===== src/hdl/lf4_pkg.sv =====
`default_nettype none
// ----------------------------------------------------------------------------
// lf4_pkg: shared types, constants and fixed-point helpers
// Integrator format, register indexes, rounding and saturation used by the
// four-pole ladder filter datapath and its output mixer.
// ----------------------------------------------------------------------------
package lf4_pkg;

  // integrator and internal word width
  localparam int INT_W    = 32;
  // working width of the rounding and saturation helpers
  localparam int WIDE_W   = 64;
  // fraction bits of the coefficient and resonance products
  localparam int COEF_FRAC = 23;
  localparam int K_FRAC    = 21;
  // register widths
  localparam int COEF_W   = 23;
  localparam int REG_W    = 24;
  localparam int CFG_IDX_W = 3;
  // number of filter stages and of output mixes
  localparam int NUM_STAGE = 4;
  localparam int NUM_OUT   = 6;

  // register indexes of the configuration port
  localparam logic [CFG_IDX_W-1:0] REG_STAGE_GAIN    = 3'd0;
  localparam logic [CFG_IDX_W-1:0] REG_FB_WEIGHT_ONE = 3'd1;
  localparam logic [CFG_IDX_W-1:0] REG_FB_WEIGHT_TWO = 3'd2;
  localparam logic [CFG_IDX_W-1:0] REG_FB_WEIGHT_THR = 3'd3;
  localparam logic [CFG_IDX_W-1:0] REG_FB_WEIGHT_FOU = 3'd4;
  localparam logic [CFG_IDX_W-1:0] REG_RESONANCE     = 3'd5;
  localparam logic [CFG_IDX_W-1:0] REG_INPUT_SCALE   = 3'd6;

  // reset value of the input scale, 1.0 in unsigned Q1.23
  localparam logic [REG_W-1:0] INPUT_SCALE_RST = 24'h800000;

  // saturation limits of an integrator word
  localparam logic signed [WIDE_W-1:0] INT_MAX = 64'sh0000_0000_7fff_ffff;
  localparam logic signed [WIDE_W-1:0] INT_MIN = -INT_MAX - 64'sd1;

  // filter taps handed to the output mixer
  typedef struct packed {
    logic signed [INT_W-1:0] u;
    logic signed [INT_W-1:0] lp1;
    logic signed [INT_W-1:0] lp2;
    logic signed [INT_W-1:0] lp3;
    logic signed [INT_W-1:0] lp4;
  } lf4_taps_t;

  // add half an lsb then shift right arithmetically (round half up)
  function automatic logic signed [WIDE_W-1:0] round_shift(
    input logic signed [WIDE_W-1:0] v,
    input int unsigned              s
  );
    logic signed [WIDE_W-1:0] half;
    half = 64'sd1 <<< (s - 1);
    return (v + half) >>> s;
  endfunction

  // clamp to the signed integrator range
  function automatic logic signed [INT_W-1:0] sat_int(
    input logic signed [WIDE_W-1:0] v
  );
    logic signed [INT_W-1:0] r;
    if (v > INT_MAX) begin
      r = INT_MAX[INT_W-1:0];
    end else if (v < INT_MIN) begin
      r = INT_MIN[INT_W-1:0];
    end else begin
      r = v[INT_W-1:0];
    end
    return r;
  endfunction

endpackage
`default_nettype wire


===== src/hdl/lf4_mix.sv =====
`default_nettype none
// ----------------------------------------------------------------------------
// lf4_mix: multimode output mixer
// Forms the lowpass, bandpass and highpass mixes of the stage outputs exactly
// and saturates each to the sample width. Packed lowest mix first.
// ----------------------------------------------------------------------------
module lf4_mix import lf4_pkg::*; #(
  parameter int SAMPLE_WIDTH = 24
) (
  input  lf4_taps_t                          taps_i,
  // lp2, lp4, bp2, bp4, hp2, hp4 from the lowest bits up
  output logic [NUM_OUT*SAMPLE_WIDTH-1:0]    mix_o
);

  // room for the widest mix, sixteen times a tap
  localparam int MW = INT_W + 6;
  localparam logic signed [MW-1:0] SMP_MAX =
    MW'((64'sd1 <<< (SAMPLE_WIDTH - 1)) - 64'sd1);
  localparam logic signed [MW-1:0] SMP_MIN = -SMP_MAX - MW'(1);

  function automatic logic [SAMPLE_WIDTH-1:0] sat_smp(input logic signed [MW-1:0] v);
    logic [SAMPLE_WIDTH-1:0] r;
    if (v > SMP_MAX) begin
      r = SMP_MAX[SAMPLE_WIDTH-1:0];
    end else if (v < SMP_MIN) begin
      r = SMP_MIN[SAMPLE_WIDTH-1:0];
    end else begin
      r = v[SAMPLE_WIDTH-1:0];
    end
    return r;
  endfunction

  logic signed [MW-1:0] e_u, e_l1, e_l2, e_l3, e_l4;
  logic signed [MW-1:0] bp2, bp4, hp2, hp4;

  // sign-extend the taps
  assign e_u  = MW'(taps_i.u);
  assign e_l1 = MW'(taps_i.lp1);
  assign e_l2 = MW'(taps_i.lp2);
  assign e_l3 = MW'(taps_i.lp3);
  assign e_l4 = MW'(taps_i.lp4);

  // exact mixes
  assign bp2 = (e_l1 <<< 1) - (e_l2 <<< 1);
  assign bp4 = (e_l2 <<< 2) - (e_l3 <<< 3) + (e_l4 <<< 2);
  assign hp2 = e_u - (e_l1 <<< 1) + e_l2;
  assign hp4 = e_u - (e_l1 <<< 2) + (e_l2 <<< 2) + (e_l2 <<< 1) - (e_l3 <<< 2) + e_l4;

  // saturate and pack
  assign mix_o = {sat_smp(hp4), sat_smp(hp2), sat_smp(bp4),
                  sat_smp(bp2), sat_smp(e_l4), sat_smp(e_l2)};

endmodule
`default_nettype wire


===== config.mk =====
export PLATFORM = sky130hd
export DESIGN_NAME = lf4_mix
export DESIGN_NICKNAME = d
export VERILOG_FILES = /design/src/hdl/lf4_pkg.sv /design/src/hdl/lf4_mix.sv
export SDC_FILE = /design/constraint.sdc
export NUM_CORES = 1
export LEC_CHECK = 0
export BUFFER_PORTS_ARGS = -buffer_cell sky130_fd_sc_hd__buf_2
export CAP_MARGIN = 20
export CORE_MARGIN = 2
export CORE_UTILIZATION = 50
export DETAILED_ROUTE_END_ITERATION = 10
export PLACE_DENSITY = 0.75
export SKIP_LAST_GASP = 1
export SYNTH_ARGS = -nofsm -noshare
export SYNTH_HDL_FRONTEND = slang
export SYNTH_SLANG_ARGS = --single-unit

===== constraint.sdc =====
create_clock -name vclk -period 8
set_input_delay 0.8 -clock vclk [all_inputs]
set_output_delay 0.8 -clock vclk [all_outputs]
set_load 0.1 [all_outputs]

* Word level (Yosys, flattened, before mapping)
Cells that the tools add are included.
** Word-level totals
- Output and inout port bits :: 144
- Flip-flop bits (word level) :: 0
- Logic and storage cells :: 34
- Input port bits :: 160
** Cells by class
- Add/sub/neg operators :: 10
- Mux-type cells :: 12
- Order comparisons :: 12
** Operators by type and width (count)
- 2-to-1 mux 24 bit :: 12
- > comparator 32 x 24 -> 1 bit, second input constant :: 2
- less-than comparator 32 x 24 -> 1 bit, second input constant :: 2
- adder 38 x 32 -> 38 bit :: 1
- > comparator 38 x 24 -> 1 bit, second input constant :: 1
- less-than comparator 38 x 24 -> 1 bit, second input constant :: 1
- subtractor 37 x 34 -> 38 bit :: 1
- adder 36 x 33 -> 37 bit :: 1
- adder 36 x 34 -> 37 bit :: 1
- > comparator 37 x 24 -> 1 bit, second input constant :: 1
- less-than comparator 37 x 24 -> 1 bit, second input constant :: 1
- adder 35 x 34 -> 36 bit :: 1
- subtractor 34 x 35 -> 36 bit :: 1
- adder 34 x 32 -> 35 bit :: 1
- > comparator 35 x 24 -> 1 bit, second input constant :: 1
- less-than comparator 35 x 24 -> 1 bit, second input constant :: 1
- subtractor 32 x 34 -> 35 bit :: 1
- > comparator 34 x 24 -> 1 bit, second input constant :: 1
- less-than comparator 34 x 24 -> 1 bit, second input constant :: 1
- subtractor 32 x 33 -> 34 bit :: 1
- subtractor 33 x 33 -> 34 bit :: 1

* Logic depth before layout (Yosys ltp)
Gate-level depths: netlist (run 1).
- Word-level depth :: 8
- Gate-level depth with buffers :: 21
- Mapped depth without buffers :: 19

* Least setup slack after synthesis (run 1)
OpenSTA, ideal clock, no wires.
- Kind :: input -> output
- Start :: input taps_i[96] (netlist bit)
- End :: output mix_o[49]
- Buffers on the path :: 1
- Path slack :: 1.269 ns
- Arrival time :: 5.931 ns
- Stages on the path :: 16
- Cell sequence :: inv_1 ha_1 inv_1 fa_1 a211oi_1 o21ai_0 a21oi_1 o21ai_1 a21boi_1 o21ba_2 xnor2_1 or4b_1 nor4_1 a41oi_1 clkbuf_2 o21ai_0
** On the way
- Cells in the longest elaborated chain, start to end :: 4
** RTL lines
- start, declared :: line lf4_mix.sv:10 : input lf4_taps_t taps_i,
- subtractor 33 x 33 -> 34 bit (*) :: line lf4_mix.sv:44 : assign bp2 = (e_l1 <<< 1) - (e_l2 <<< 1);
- less-than comparator 34 x 24 -> 1 bit :: line lf4_mix.sv:25 : end else if (v < SMP_MIN) begin
- 2-to-1 mux 24 bit :: line lf4_mix.sv:25
- 2-to-1 mux 24 bit (*) :: line lf4_mix.sv:23 : if (v > SMP_MAX) begin
- end, declared :: line lf4_mix.sv:12 : output logic [NUM_OUT*SAMPLE_WIDTH-1:0] mix_o
Mark *: on every way between the ends. The rest lies on a longest branch, timed or not.

* Final worst setup path (run 1)
- Start :: input taps_i[87] (netlist bit)
- End :: output mix_o[127]
** On the way
- Cells in the longest elaborated chain, start to end :: 7
** RTL lines
- adder 35 x 34 -> 36 bit :: line lf4_mix.sv:47 : assign hp4 = e_u - (e_l1 <<< 2) + (e_l2 <<< 2) + (e_l2 <<< 1) - (e_l3 <<< 2) + e_l4;
- adder 36 x 33 -> 37 bit (*) :: line lf4_mix.sv:47
- subtractor 37 x 34 -> 38 bit (*) :: line lf4_mix.sv:47
- adder 38 x 32 -> 38 bit (*) :: line lf4_mix.sv:47
- less-than comparator 38 x 24 -> 1 bit :: line lf4_mix.sv:25
- 2-to-1 mux 24 bit :: line lf4_mix.sv:25
- 2-to-1 mux 24 bit (*) :: line lf4_mix.sv:23
Marks and branches as above.

==> run_results.csv, run 1 <==
group,metric,value,unit
cells_and_area,num-clock-buffers,0,
yosys,syn_nets,2464,
floorplan,dieHeight,175.5,um
cells_and_area,final_common_cell,"inv_1",
worst_setup_path,crit_type,"input pin to output port",
timing,timing_hold_violations_final,0,
clock_tree,cts_resized,0,
grt,antenna_found_initial,0,
cells_and_area,layout.area.seq,0,um^2
cells_and_area,n_sequential_cell,0,
cells_and_area,layout_common_cells,"inv_1, buf_2, fa_1, ha_1, a21oi_1",
timing,drv_slew,0,
timing,tns,0,ns
timing,fmax,130.9,MHz
worst_setup_path,required,7.20,ns
clock_tree,hold_buffers,0,
grt,grt.overflow.total,0,
yosys,syn-instance-count,1945,
yosys,ys_types,89,
power,p_per_area,381.7,nW/um^2
grt,grt_pass1_vias,14364,
worst_setup_path,critical_path_arrival,6.84,ns
status,status,"finished, final reports clean",
timing,relSlewSlack,0.3065,
cells_and_area,area_delta_synth_final,11.69,%
routing,drc,0,
power,ir_drop,1088,uV
clock_tree,post_cts_buffers,0,
worst_setup_path,critPathMaxFanout,23,
job,drv_cap,0,
timing,period_share,0.9550,
place,port_buffers,304,
cells_and_area,drive_gt1_frac,0.1630,
grt,grt_pass1_wl,82370,um
floorplan,die_w,175.5,um
worst_hold_path,hold_path_class,"input pin to output port",
timing,grt_setup_unrepaired,"false",
yosys,synthesis.area,14700,um^2
cells_and_area,fill_cells,2870,
place,hpwl,47600,um
floorplan,start_util,0.5095,
routing,wl_per_cell,21.03,um
power,leakage,8.806,nW
routing,vias_per_cell,5.833,
grt,track_usage,0.3450,
floorplan,dieArea,30800,um^2
place,place_congestion,1.006,
grt,grt_max_degree,25,
yosys,avgSynthCellArea,7.560,um^2
yosys,yosysSeqAreaShare,0,
timing,fin_crit,7.640,ns
timing,worst_pin_slew,1.040,ns
floorplan,rows,62,
power,power,6.269,mW
yosys,yosysWarnings,0,
routing,detail-route-antenna-nets,0,
floorplan,core,28860,um^2
routing,firstDrtPassIters,6,
routing,first_iter_violations,1310,
routing,via_count,15027,
worst_setup_path,end_kind,"output port",
worst_setup_path,cp-start-kind,"input pin",
floorplan,io_pins,304,
routing,wl,54180,um
timing,setup_violations,0,
cells_and_area,fin_nets,2711,
metrics by stage:
step                hold WS (ns)  area [um^2]  worst slack [ns]  utilization  instances
finish                     2.079        16420            0.3603       0.5691       2576
global route               2.083        16420           0.03786       0.5689       2574
CTS                        2.077        16410            0.4446       0.5685       2573
detailed placement         2.075        16410            0.4554       0.5685       2573
global placement           2.075        16410            0.5007       0.5685       2573
floorplan                  2.058        14700             1.269            -       1945
per-layer routing:
metal	up-vias	global-route usage	share of wire
li1	6895	-	-
met4	0	0.06026	0.023
met5	-	0	0
met3	67	0.04416	0.088
met1	7360	0.5003	0.43
met2	705	0.5581	0.45
layout make-up:
| cell class | count | area [um^2] | area share |
|---|---|---|---|
| well taps | 384 | 480.5 | 0.02925 |
| multi-input cells | 1427 | 12660 | 0.7706 |
| diodes | 2 | 5.005 | 0.0003047 |
| repair buffers | 313 | 1593 | 0.09698 |
| inverters | 450 | 1689 | 0.1028 |
worst max-delay path, stage by stage:
cell and delay [ns]:
buf_2 0.17, inv_1 0.20, fa_1 0.55, inv_1 0.05, fa_1 0.47, inv_1 0.06
fa_1 0.59, inv_1 0.09, ha_1 0.47, nand4_1 0.23, nor2_1 0.25, nand2_1 0.08
o31a_1 0.34, a21oi_1 0.28, o21bai_1 0.14, a31o_1 0.23, a31oi_1 0.32, o41a_1 0.90
a31o_2 0.21, buf_2 0.42
cell usage after synthesis (all sizes together), types with 5 or more instances:
master,instances,area (um^2)
nor2,85,321.6
a31oi,12,75.07
clkbuf,42,178.9
ha,164,2052
inv,450,1689
nor3,22,120.1
nand3,33,165.2
a21o,141,1062
fa,195,3904
or3,7,48.80
xor2,55,481.7
a21oi,154,797.0
o211ai,15,117.6
xnor2,64,560.5
nor4,14,93.84
nand4,39,244.0
a21boi,8,67.57
o21bai,17,127.6
and2,5,31.28
buf,24,172.7
nand2b,19,118.9
o21ai,116,591.8
a211oi,14,105.1
and3,10,62.56
o21a,15,112.6
nor2b,9,56.30
a31o,6,52.55
or2,5,31.28
nand2,120,452.9
o31ai,8,60.06
power breakdown:
group / total (mW) / switching, mW / internal [mW]
sequential: 0 / 0 / 0
combinational: 6.27 / 4.63 / 1.64
clock: 0.0000000337 / 0 / 0.0000000337
cells by family (layout without fill, tap and decap cells):
group / count (synthesis) / after routing / synth area share
simple gates: 390 / 390 / 0.1315
xor+xnor: 119 / 119 / 0.07088
compound gates: 557 / 557 / 0.2495
mux: 2 / 2 / 0.001362
buf+inv: 518 / 763 / 0.1418
other cells: 0 / 2 / 0
fa+ha+maj: 359 / 359 / 0.4050
worst paths after layout:
kind | startpoint | to | slack (ns) | cells past startpoint
hold / removal | taps_i[31] | mix_o[47] | 2.08 | 2
setup / recovery | taps_i[87] | mix_o[127] | 0.36 | 20
Note: power is estimated with default switching activity, not from simulation.
==> run 2, diff against run 1 <==
==> constraint.sdc (replaced) <==
create_clock -name vclk -period 8
set_input_delay 0.4 -clock vclk [all_inputs]
set_output_delay 0.4 -clock vclk [all_outputs]
set_load 0.1 [all_outputs]
==> run 2 against run 1 <==
Maximum frequency grew 11%. Wire length is 0.63% lower. Count of clock-buffer cells in the layout unchanged. Final cell count about the same. Non-clock buffer count fell by 3. Global-route usage is essentially flat. Sequential share of layout area unchanged. Critical path depth is 1 higher. First-iteration DRC count fell by 1.6%. Total power grew 0.34%. Flip-flop and latch count unchanged. Critical path type unchanged. Critical endpoint unchanged. Largest power group unchanged.
==> run_results.csv, run 2 (same netlist as run 1, synthesis figures left out) <==
group,metric,value,unit
status,status,"finished, final reports clean",
floorplan,die_w,175.5,um
routing,firstDrtPassIters,5,
timing,fin_crit,6.908,ns
place,hpwl,47130,um
timing,setup_violations,0,
routing,drc,0,
floorplan,dieArea,30800,um^2
timing,timing_hold_violations_final,0,
job,drv_cap,0,
cells_and_area,fin_nets,2708,
routing,wl_per_cell,20.92,um
routing,detail-route-antenna-nets,0,
power,p_per_area,383.6,nW/um^2
grt,grt_pass1_wl,82790,um
timing,period_share,0.8635,
cells_and_area,layout_common_cells,"inv_1, buf_2, fa_1, ha_1, a21oi_1",
worst_hold_path,hold_path_class,"input pin to output port",
worst_setup_path,startpoint,"taps_i[86]",
clock_tree,post_cts_buffers,0,
grt,grt_max_degree,25,
worst_setup_path,crit_type,"input pin to output port",
cells_and_area,layout.area.seq,0,um^2
cells_and_area,fin_area,16400,um^2
worst_hold_path,hp-start,"taps_i[31]",
routing,vias_per_cell,5.847,
floorplan,rows,62,
worst_setup_path,critPathMostFrequentCell,"inv_1",
place,placed_cell_area,16390,um^2
place,port_buffers,304,
routing,via_count,15050,
worst_setup_path,path_cells,"buf_2 > inv_1 > fa_1 > inv_1 > fa_1 > inv_1 > fa_1 > inv_1 > ha_1 > nand4_1 > nor2_1 > nand2_1 > o31a_1 > a21oi_1 > o21bai_1 > a21oi_1 > o21ai_0 > nor4_1 > a41o_1 > a31o_2 > buf_2",
power,leakage,8.791,nW
clock_tree,cts_resized,0,
floorplan,core,28860,um^2
worst_setup_path,required,7.60,ns
cells_and_area,drive_gt1_frac,0.1619,
worst_setup_path,end_kind,"output port",
worst_setup_path,critical_path.max_stage_delay,0.79,ns
worst_setup_path,crit_buf_inv,6,
cells_and_area,utilization,0.5683,
cells_and_area,num-clock-buffers,0,
worst_setup_path,cp_slowest_cell,"a41o_1",
floorplan,dieHeight,175.5,um
worst_setup_path,cp-start-kind,"input pin",
timing,tns,0,ns
clock_tree,hold_buffers,0,
floorplan,io_pins,304,
timing,fmax,144.8,MHz
routing,wl,53840,um
cells_and_area,n_sequential_cell,0,
place,place_congestion,0.9977,
grt,grt.overflow.total,0,
routing,first_iter_violations,1289,
power,ir_drop,1099,uV
cells_and_area,final_common_cell,"inv_1",
worst_setup_path,cp_top_family,"adder cells",
worst_setup_path,critPathMaxFanout,23,
worst_setup_path,critical_path_arrival,6.51,ns
grt,antenna_found_initial,2,
timing,grt_setup_unrepaired,"false",
cells_and_area,area_delta_synth_final,11.53,%
floorplan,start_util,0.5095,
grt,grt_pass1_vias,14618,
timing,worst_pin_slew,1.048,ns
grt,track_usage,0.3450,
timing,drv_slew,0,
timing,relSlewSlack,0.3012,
## run 2: cell count changes in the layout (fill, tap and decap cells not counted), sizes merged
| cell | delta |
|---|---|
| diode | +1 |
| buf | -3 |
## run 2: stage by stage
stage          hold WS (ns)  std cells  power [mW]  setup slack, ns
3_3_place_gp          1.277       2571       6.146            1.358
4_1_cts               1.275       2571       6.213            1.241
6_report              1.274       2574       6.290            1.092
5_1_grt               1.287       2573       6.703           0.8420
2_1_floorplan         1.258       1945       4.990            2.069
3_5_place_dp          1.273       2571       6.177            1.247
## run 2: final timing paths
kind                          to  slack [ns]  cells after the start
worst max-delay path  mix_o[127]        1.09                     21
worst min-delay path   mix_o[47]        1.27                      2
## run 2: area by class of cell
type,count,area [um^2]
diodes,3,7.507
fillers,2936,12460
inverters,450,1689
multi-input cells,1427,12660
well taps,384,480.5
repair buffers,310,1567
## run 2: power breakdown
group / switching, mW / internal [mW] / leakage, nW
combinational: 4.66 / 1.63 / 8.79
clock: 0 / 0.0000000501 / 0.0000190
sequential: 0 / 0 / 0
## run 2: routing by layer
metal | wire (um) | vias up | global-route usage | share of wire
met5 | 0 | - | 0 | 0
met4 | 1436 | 0 | 0.06853 | 0.027
met3 | 4570 | 84 | 0.04654 | 0.085
met2 | 24550 | 733 | 0.5609 | 0.46
met1 | 23280 | 7332 | 0.4931 | 0.43
li1 | - | 6901 | - | -
